File: src/lph_pkg.sv
// ----------------------------------------------------------------------------
// lph_pkg: shared types and constants
// Codes, widths and the command/status bundles of the probing hash table.
// ----------------------------------------------------------------------------
`default_nettype none

package lph_pkg;

   localparam int SLOTS   = 256;
   localparam int SLOT_W  = $clog2(SLOTS);
   localparam int SIZE_W  = SLOT_W + 1;
   localparam int KEY_W   = 32;
   localparam int VAL_W   = 32;
   localparam int CNT_W   = 5;
   localparam int HASH_MUL = 67;
   localparam int HASH_SUB = 113;
   localparam int KEY_BYTES = 4;

   typedef enum logic [1:0] {
      OP_LOOKUP = 2'd0,
      OP_INSERT = 2'd1,
      OP_REMOVE = 2'd2,
      OP_NONE   = 2'd3
   } op_type;

   typedef enum logic [1:0] {
      RS_OK       = 2'd0,
      RS_NOTFOUND = 2'd1,
      RS_FULL     = 2'd2,
      RS_SPARE    = 2'd3
   } rsp_status_type;

   typedef enum logic [1:0] {
      SL_EMPTY = 2'd0,
      SL_USED  = 2'd1,
      SL_TOMB  = 2'd2,
      SL_SPARE = 2'd3
   } slot_state_type;

   typedef enum logic [1:0] {
      RK_FOUND    = 2'd0,
      RK_SLOT     = 2'd1,
      RK_NOTFOUND = 2'd2,
      RK_FULL     = 2'd3
   } res_kind_type;

   typedef struct packed {
      logic         load;
      logic         hash_step;
      logic         mod_step;
      logic         home_load;
      logic         probe_next;
      logic         probe_restart;
      logic         wr_tomb;
      logic         wr_insert;
      logic         res_set;
      res_kind_type res_kind;
      logic         out_load;
   } cmd_type;

   typedef struct packed {
      logic   hash_last;
      logic   mod_last;
      logic   slot_used;
      logic   slot_empty;
      logic   key_match;
      logic   probe_last;
      op_type op;
   } stat_type;

endpackage

`default_nettype wire

File: src/lph_ctrl.sv
// ----------------------------------------------------------------------------
// lph_ctrl: operation sequencer
// Steps hash, modulo and the probe phases; owns the channel handshakes.
// ----------------------------------------------------------------------------
`default_nettype none

module lph_ctrl (
   input  wire logic              clock,
   input  wire logic              reset,
   input  wire logic              req_valid,
   output logic                   req_ready,
   output logic                   rsp_valid,
   input  wire logic              rsp_ready,
   output lph_pkg::cmd_type       cmd,
   input  wire lph_pkg::stat_type stat
);

   typedef enum logic [10:0] {
      S_IDLE  = 11'b000_0000_0001,
      S_HASH  = 11'b000_0000_0010,
      S_MOD   = 11'b000_0000_0100,
      S_START = 11'b000_0000_1000,
      S_LK_RD = 11'b000_0001_0000,
      S_LK_CK = 11'b000_0010_0000,
      S_RM_RD = 11'b000_0100_0000,
      S_RM_CK = 11'b000_1000_0000,
      S_IN_RD = 11'b001_0000_0000,
      S_IN_CK = 11'b010_0000_0000,
      S_DONE  = 11'b100_0000_0000
   } state_type;

   state_type state_ff, state_in;
   logic      rsp_valid_ff, rsp_valid_in;

   always_comb begin
      state_in     = state_ff;
      cmd          = '0;
      rsp_valid_in = rsp_valid_ff && !rsp_ready;
      case (state_ff)
         S_IDLE: begin
            if (req_valid) begin
               cmd.load = 1'b1;
               state_in = S_HASH;
            end
         end
         S_HASH: begin
            cmd.hash_step = 1'b1;
            if (stat.hash_last) begin
               state_in = S_MOD;
            end
         end
         S_MOD: begin
            cmd.mod_step = 1'b1;
            if (stat.mod_last) begin
               state_in = S_START;
            end
         end
         S_START: begin
            cmd.home_load = 1'b1;
            case (stat.op)
               lph_pkg::OP_LOOKUP: state_in = S_LK_RD;
               lph_pkg::OP_INSERT: state_in = S_RM_RD;
               lph_pkg::OP_REMOVE: state_in = S_RM_RD;
               default: begin
                  cmd.res_set  = 1'b1;
                  cmd.res_kind = lph_pkg::RK_NOTFOUND;
                  state_in     = S_DONE;
               end
            endcase
         end
         S_LK_RD: state_in = S_LK_CK;
         S_LK_CK: begin
            if (stat.slot_empty) begin
               cmd.res_set  = 1'b1;
               cmd.res_kind = lph_pkg::RK_NOTFOUND;
               state_in     = S_DONE;
            end else if (stat.slot_used && stat.key_match) begin
               cmd.res_set  = 1'b1;
               cmd.res_kind = lph_pkg::RK_FOUND;
               state_in     = S_DONE;
            end else if (stat.probe_last) begin
               cmd.res_set  = 1'b1;
               cmd.res_kind = lph_pkg::RK_NOTFOUND;
               state_in     = S_DONE;
            end else begin
               cmd.probe_next = 1'b1;
               state_in       = S_LK_RD;
            end
         end
         S_RM_RD: state_in = S_RM_CK;
         S_RM_CK: begin
            if (stat.slot_used && stat.key_match) begin
               cmd.wr_tomb = 1'b1;
               if (stat.op == lph_pkg::OP_REMOVE) begin
                  cmd.res_set  = 1'b1;
                  cmd.res_kind = lph_pkg::RK_SLOT;
                  state_in     = S_DONE;
               end else begin
                  cmd.probe_restart = 1'b1;
                  state_in          = S_IN_RD;
               end
            end else if (stat.probe_last) begin
               if (stat.op == lph_pkg::OP_REMOVE) begin
                  cmd.res_set  = 1'b1;
                  cmd.res_kind = lph_pkg::RK_NOTFOUND;
                  state_in     = S_DONE;
               end else begin
                  cmd.probe_restart = 1'b1;
                  state_in          = S_IN_RD;
               end
            end else begin
               cmd.probe_next = 1'b1;
               state_in       = S_RM_RD;
            end
         end
         S_IN_RD: state_in = S_IN_CK;
         S_IN_CK: begin
            if (!stat.slot_used) begin
               cmd.wr_insert = 1'b1;
               cmd.res_set   = 1'b1;
               cmd.res_kind  = lph_pkg::RK_SLOT;
               state_in      = S_DONE;
            end else if (stat.probe_last) begin
               cmd.res_set  = 1'b1;
               cmd.res_kind = lph_pkg::RK_FULL;
               state_in     = S_DONE;
            end else begin
               cmd.probe_next = 1'b1;
               state_in       = S_IN_RD;
            end
         end
         S_DONE: begin
            // hold until the response register is free
            if (!rsp_valid_ff || rsp_ready) begin
               cmd.out_load = 1'b1;
               rsp_valid_in = 1'b1;
               state_in     = S_IDLE;
            end
         end
         default: state_in = S_IDLE;
      endcase
   end

   always_ff @(posedge clock) begin
      if (reset) begin
         state_ff     <= S_IDLE;
         rsp_valid_ff <= 1'b0;
      end else begin
         state_ff     <= state_in;
         rsp_valid_ff <= rsp_valid_in;
      end
   end

   assign req_ready = (state_ff == S_IDLE);
   assign rsp_valid = rsp_valid_ff;

endmodule

`default_nettype wire

File: config.mk
export PLATFORM = sky130hd
export DESIGN_NAME = lph_ctrl
export DESIGN_NICKNAME = d
export VERILOG_FILES = /design/src/lph_pkg.sv /design/src/lph_ctrl.sv
export SDC_FILE = /design/constraint.sdc
export NUM_CORES = 1
export LEC_CHECK = 0
export BUFFER_PORTS_ARGS = -buffer_cell sky130_fd_sc_hd__buf_2
export CAP_MARGIN = 25
export CORE_ASPECT_RATIO = 0.9
export CORE_UTILIZATION = 52
export DETAILED_ROUTE_END_ITERATION = 16
export MAX_ROUTING_LAYER = met4
export PLACE_DENSITY = 0.81
export SKIP_LAST_GASP = 1
export SLEW_MARGIN = 20
export SYNTH_ARGS = -nofsm -noshare
export SYNTH_HDL_FRONTEND = slang
export SYNTH_SLANG_ARGS = --single-unit
File: constraint.sdc
create_clock -name clock -period 2.6 [get_ports clock]
set_clock_uncertainty 0.05 [all_clocks]
set_input_delay 0.26 -clock clock [delete_from_list [all_inputs] [get_ports clock]]
set_output_delay 0.26 -clock clock [all_outputs]
set_load 0.1 [all_outputs]
* After elaboration in Yosys (flattened, before gate mapping) *
Index checks and enable logic that the tools add are counted.

cells by class
  eq/ne operators = 17
  mux-type cells = 46
  reduce and logical (&&, ||, !) cells = 9

operators with widths
  operator              count
  $mux 11               12
  $pmux 11 s11          1
  $mux 3                10
  $pmux 11 s2           1
  $mux 1                19
  $pmux 3 s4            1
  $eq 11x1->1 const B   1
  $eq 11x10->1 const B  1
  $eq 11x11->1 const B  1
  $eq 11x2->1 const B   1
  $eq 11x3->1 const B   1
  $eq 11x4->1 const B   1
  $eq 11x5->1 const B   1
  $eq 11x6->1 const B   1
  $eq 11x7->1 const B   1
  $eq 11x8->1 const B   1
  $eq 11x9->1 const B   1
  $ne 2x2->1 const B    4
  $reduce_and 4->1      1
  $pmux 1 s3            1
  $reduce_or 3->1       1
  $eq 2x1->1 const B    1
  $eq 2x2->1 const B    1
  $logic_and 1x1->1     2
  other kinds (5)       6

storage, ports and cells
  bits in registers = 12
  input port bits = 12
  output and inout port bits = 14
  word-level logic and storage cells = 74

* Longest topological paths before layout *
Gate-level depths: netlist (run 1).

  word-level depth = 5
  gate-level depth with buffers = 6
  mapped depth without buffers = 6

* Worst setup path after synthesis (run 1) *
Ideal clock, no wire load.

  kind = register -> output
  start = reg state_ff[8]
  end = out cmd[11] in the netlist's numbering
  data arrival time = 4.970 ns
  data required time = 2.290 ns
  setup slack = -2.680 ns
  cell stages (with the launch flop) = 6
  buffers on the path = 2
  cells stage by stage = dfxtp_1 > buf_6 > or3_4 > buf_6 > nor4_1 > and2_1

RTL lines
  element                   line             source
  start: declaration        lph_ctrl.sv:32   state_type state_ff, state_in;
  start signal: assignment  lph_ctrl.sv:149  state_ff <= state_in;
  end: declaration          lph_ctrl.sv:14   output lph_pkg::cmd_type cmd,

==> out/metrics.yaml, run 1 <==
synth:
  synth-seq-area-share: 0.226
  netlist_area_sq_um: 1060
  synth_top_cell_by_area: "dfxtp_1"
  ys_warn_count: 0
  synth-simple-area-share: 0.409
  synth-main-ff-cell: "dfxtp_1"
  ys_ff_latch: 12
  yosysUniqueCellTypes: 46
  synth_top_area_frac: 0.226
  synthTopCellsByArea: "dfxtp_1 23%, buf_6 5.3%, ha_1 4.7%, a21oi_1 3.3%, o21ai_0 3.3%"
  synth_top_family_by_area: "simple AND/OR/NAND/NOR gates"
  synth_compound_area_frac: 0.189
  syn_avg_cell_area_sq_um: 8.10
  netlist_top_cells_count: "12 x dfxtp_1, 9 x nor2_1, 8 x inv_1"
  synthArstFlopShare: 0
  synth_fp_nets: 147
  synth_xor_xnor_area_share: 0.0248
  synthAdderAreaFrac: 0.0472
  synthMostInstantiatedCell: "dfxtp_1"
  muxShareOfSynthArea: 0
  synth-edff-count: 0
  synth_cells: 131
timing:
  rsz0062_at_grt: "yes"
  period_share: 0.987
  maxSlewViolCount: 0
  tightest_slew_ps: 622
  hold_violations: 0
  fmax_mhz: 389
  period_minus_slack_ps: 2570
  relSlewSlack: 0.579
  setup_viol: 0
route:
  wl_um: 3180
  vias: 1248
  dr.pass1.iters: 4
  drc: 0
  wl_per_cell_um: 16.6
  vias_per_cell: 6.53
  drt_iter0_markers: 59
  ant_nets: 0
final_layout:
  antennaDiodeCount: 0
  final_area_sq_um: 1460
  post-route-util: 0.761
  area.growth.synth_to_final_pct: 37.4
  drive_gt1_frac: 0.434
  final_nets: 183
  fillers: 150
die:
  rows: 15
  die_h_um: 44.9
  die_w_um: 49.6
  core-area_sq_um: 1910
  io_pins: 26
  die_area_sq_um: 2230
  initial_core_util: 0.554
cts:
  cts_tree: "built"
  insertion_delay_ps: 300
  cts_hold_buf: 0
  cts_buffers: 3
  cts_buffer_depth: 2
  cts_root_buffer: "clkbuf_4"
  cts.sinks: 12
  cts.clk_slew.worst_paths_ps: 90
  htreeDepth: 1
worst_hold_path:
  min_path_type: "input pin to flip-flop"
critical_path:
  cp_max_fo: 5
  critPathCaptureType: "primary output"
  worstSetupPathType: "flip-flop to primary output"
  worstPathRequired_ps: 2290
  cp-start-kind: "flip-flop"
  cp.arrival_ps: 2260
grt:
  antenna_found_initial: 0
  track_usage: 0.303
  grt_pass1_vias: 1078
  grt-ovfl-total: 0
  grt_max_degree: 12
  grt_pass1_wl_um: 4820
status:
  status: "complete, no violations"
pwr:
  p_leak_nw: 0.637
  cellPowerDensity_nw_per_um2: 631
  ir_worst_vdd_mv: 0.737
placement:
  place.gp.congestion: 0.911
  place_area_sq_um: 1330
  portBuffers: 25
  dp_hpwl_um: 2300
flow_run:
  max-cap-violations: 0
[metrics by stage]
stage,worst slack [ps],std cells,hold WS (ps),TNS [ps],power (mW)
5_1_grt,-11.3,191,209,-12.9,0.955
6_report,32.5,191,186,0,0.919
3_3_place_gp,214,180,433,0,0.725
2_1_floorplan,-511,131,329,-557,0.636
4_1_cts,18.0,188,185,0,0.901
3_5_place_dp,173,180,456,0,0.736
[per-layer routing]
layer	global-route usage	wire length, um
met5	-	0
met4	0.131	104
met3	0.0842	300
met2	0.519	1530
met1	0.335	1250
[cell usage in the layout (no fill, tap or decap), types with 3 or more instances in the layout]
cell type  count
nand2_1        3
o21ai_0        6
nor4_1         3
a21oi_1        7
clkbuf_4       4
dfxtp_1        7
dfxtp_4        4
nor4_4         3
nand3_1        4
o31ai_1        3
nor3b_1        4
or3_4          4
xor2_1         3
nand4_1        5
and4_1         3
or2_2          3
buf_4         14
nor2_1         7
inv_1          7
ha_1           4
nand2b_1       5
buf_2         19
buf_12         5
nor4b_1        3
[cell families after synthesis]
kind of cell    count (synthesis)
compound gates                 29
xor+xnor                        3
fa+ha+maj                       4
buf+inv                        16
flops                          12
simple gates                   67
[worst max-delay path, cell delays in order, from the launching register on]
cell and delay, ps:
dfxtp_4 350, or3_4 410, or4_4 540, or3_4 400, clkinvlp_4 90, buf_12 160
[registers in the layout, indices dropped and copies added, names as in the netlist]
register,count
rsp_valid,1
state_ff,11
[worst paths after layout]
| path | endpoint | cells past startpoint | startpoint | slack, ps |
|---|---|---|---|---|
| setup / recovery | cmd[6] | 5 | state_ff[5] | 30 |
| hold reg to reg | rsp_valid | 2 | rsp_valid | 470 |
| setup reg to reg | state_ff[8] | 5 | state_ff[5] | 560 |
| hold / removal | state_ff[2] | 3 | stat[6] | 190 |
[final cells by class]
class	count	area [sq um]	area share
clock buffers	4	36.3	0.0249
inverters	8	33.8	0.0232
multi-input cells	103	792	0.543
flip-flops and latches	12	256	0.176
well taps	25	31.3	0.0215
repair buffers	39	308	0.211
[power by group]
part           switching [mW]  total [mW]  internal [mW]
Clock                  0.0766       0.162         0.0855
Combinational           0.358       0.542          0.184
Sequential             0.0170       0.215          0.198
Total                   0.452       0.919          0.467
[timing repair]
action	4_1_cts	5_1_grt
resized for setup	9	5
endpoints found under the setup margin	2	6
pin swaps	2	3
setup buffers	4	3
Power figures use the tool's default switching activity.
==> run 2: changes to the inputs <==
Clock period 2.6 ns to 2.9 ns, I/O delays scaled along.
==> run 2 against run 1 <==
Net effect: register-to-register slack gained 240 ps; sequential cell count did not move; sequential power hardly changed; largest cell class unchanged; largest power group unchanged.
==> out/metrics.yaml, run 2 (same netlist as run 1, synthesis figures left out) <==
pwr:
  p_leak_nw: 0.577  # -9.4%
  combPwrFrac: 0.534  # -0.056
  power_switching_uw: 370  # -18%
  ir_worst_vdd_mv: 0.724  # -1.7%
  switching_share: 0.494  # +0.00310
  intPower_uw: 379  # -19%
  cellPowerDensity_nw_per_um2: 590  # -6.4%
  p_seq_frac: 0.285  # +0.051
  clockPowerShare: 0.181  # +0.005
grt:
  grt-ovfl-total: 0  # unchanged
  antenna_found_initial: 0  # unchanged
  track_usage: 0.276  # -0.0274
  grt_pass1_wl_um: 4440  # -7.9%
  grt_max_degree: 12  # unchanged
  grt_pass1_vias: 998  # -7.4%
route:
  wl_um: 2810  # -12%
  ant_nets: 0  # unchanged
  vias_per_cell: 6.21  # -5.0%
  vias: 1130  # -9.5%
  dr.pass1.iters: 5  # +1
  drc: 0  # unchanged
  wl_per_cell_um: 15.4  # -7.2%
  drt_iter0_markers: 50  # -15%
critical_path:
  r2r_cells: 4  # -1
  cp_slowest_cell: "or4_4"
  cp_max_fo: 10  # +5
  worst_r2r_endpoint: "state_ff[8]"
  cp-start-kind: "flip-flop"
  worstPathRequired_ps: 2560  # +270 ps
  critPathCaptureType: "primary output"
  path_cells: "or3_2, or4_4, or3_4, inv_1, buf_12"
  cp.arrival_ps: 2430  # +170 ps
  reg2reg_slack_ps: 800  # +240 ps
  worstSetupPathType: "flip-flop to primary output"
  max_stage_delay_ps: 550  # about the same
  regToRegStartpoint: "state_ff[0]"
die:
  io_pins: 26  # unchanged
  die_w_um: 49.6  # unchanged
  rows: 15  # unchanged
  initial_core_util: 0.554  # unchanged
  core-area_sq_um: 1910  # unchanged
  die_h_um: 44.9  # unchanged
  die_area_sq_um: 2230  # unchanged
worst_hold_path:
  min_path_type: "input pin to flip-flop"
  hp-start: "stat[6]"
  min_path_cells: 3  # unchanged
  min_to: "state_ff[2]"
final_layout:
  final_common_cell: "buf_2"
  layout_common_cells: "23 x buf_2, 12 x dfxtp_1, 8 x inv_1, 8 x nor2_1, 7 x a21oi_1"
  final_area_sq_um: 1270  # -13%
  antennaDiodeCount: 0  # unchanged
  area.growth.synth_to_final_pct: 19.6
  largest_reg_flops: 11  # unchanged
  ff_latch_area_sq_um: 240  # -6.3%
  largest-register: "state_ff"
  drive_gt1_frac: 0.331  # -0.103
  fillers: 183  # +22%
  final_nets: 174  # -4.9%
  multiInputGateArea_sq_um: 751  # -5.2%
placement:
  dp_hpwl_um: 2170  # -5.5%
  place_area_sq_um: 1230  # -7.8%
  portBuffers: 25  # unchanged
  place.gp.congestion: 0.878  # -3.6%
timing:
  fin_hold_ws_ps: 260  # +73.6 ps
  hold_violations: 0  # unchanged
  tightest_slew_ps: 492  # -130 ps
  relSlewSlack: 0.674  # +0.0950
  setup_viol: 0  # unchanged
  period_share: 0.955
  rsz0062_at_grt: "no"
  fmax_mhz: 361
  period_minus_slack_ps: 2770
  maxSlewViolCount: 0  # unchanged
cts:
  cts_tree: "built"
  cts.clk_slew.worst_paths_ps: 80  # about the same
  cts.sinks: 12  # unchanged
  insertion_delay_ps: 270  # -30 ps
  cts_root_buffer: "clkbuf_4"
  post-cts-setup-buffers: 0  # -4
  cts_buffer_depth: 2  # unchanged
  cts_buffers: 3  # unchanged
  htreeDepth: 1  # unchanged
status:
  status: "complete, no violations"
flow_run:
  max-cap-violations: 0  # unchanged
run 2: changes by cell type in the layout (fill, tap and decap cells not counted), moves of 2 or more:
cell / previous run / this run
dfxtp_1: 7 / 12
buf_4: 14 / 5
or3_2: 0 / 2
nor3_1: 2 / 4
or3_4: 4 / 2
buf_12: 5 / 1
nor3_2: 2 / 0
buf_2: 19 / 23
dfxtp_4: 4 / 0
run 2: repair_timing:
item                       CTS  global route
gates resized for setup      0             1
hold buffers                 0             0
setup endpoints to repair    0             1
run 2: per-stage QoR:
stage                util  power, mW  setup slack [ps]  setup TNS (ps)  cells
floorplan               -      0.560              -241            -241    131
global placement    0.642      0.604               465               0    178
detailed placement  0.642      0.614               435               0    178
CTS                 0.661      0.750               120               0    182
global route        0.663      0.791              5.71               0    182
finish              0.663      0.749               130               0    182
run 2: area by class of cell:
type,instances,share of cell area
repair buffers,30,0.142
well taps,25,0.0247
clock buffers,4,0.0286
multi-input cells,103,0.592
inverters,8,0.0237
flip-flops and latches,12,0.189
run 2: power groups by stage:
stage / logic, mW / registers (mW) / clock network, mW
after floorplan: 0.369 / 0.191 / 0
after global placement: 0.391 / 0.213 / 0
after detailed placement: 0.396 / 0.218 / 0
after CTS: 0.400 / 0.214 / 0.137
after global routing: 0.427 / 0.218 / 0.146
final: 0.400 / 0.213 / 0.136
run 2: layer usage:
layer  track usage  wire length [um]  up-vias
met5             -                 0        -
met4         0.109                68        0
met3        0.0606               177        8
met2         0.497              1440       47
met1         0.299              1130      520
li1              -                 -      555
run 2: worst max-delay path by stage:
stage | startpoint | end | slack (ps) | cells after the start
global placement | state_ff[0] | cmd[6] | 460 | 5
detailed placement | state_ff[0] | cmd[6] | 440 | 5
CTS | state_ff[0] | cmd[6] | 120 | 5
floorplan | state_ff[6] | cmd[11] | -240 | 3
global route | state_ff[0] | cmd[2] | 6 | 6
finish | state_ff[0] | cmd[6] | 130 | 5
run 2: critical path, delay by kind of cell, from the launching register on:
family	cells	cell delay (ps)
and+or+nand+nor	3	1480
buffers and inverters	2	280
DFF	1	390
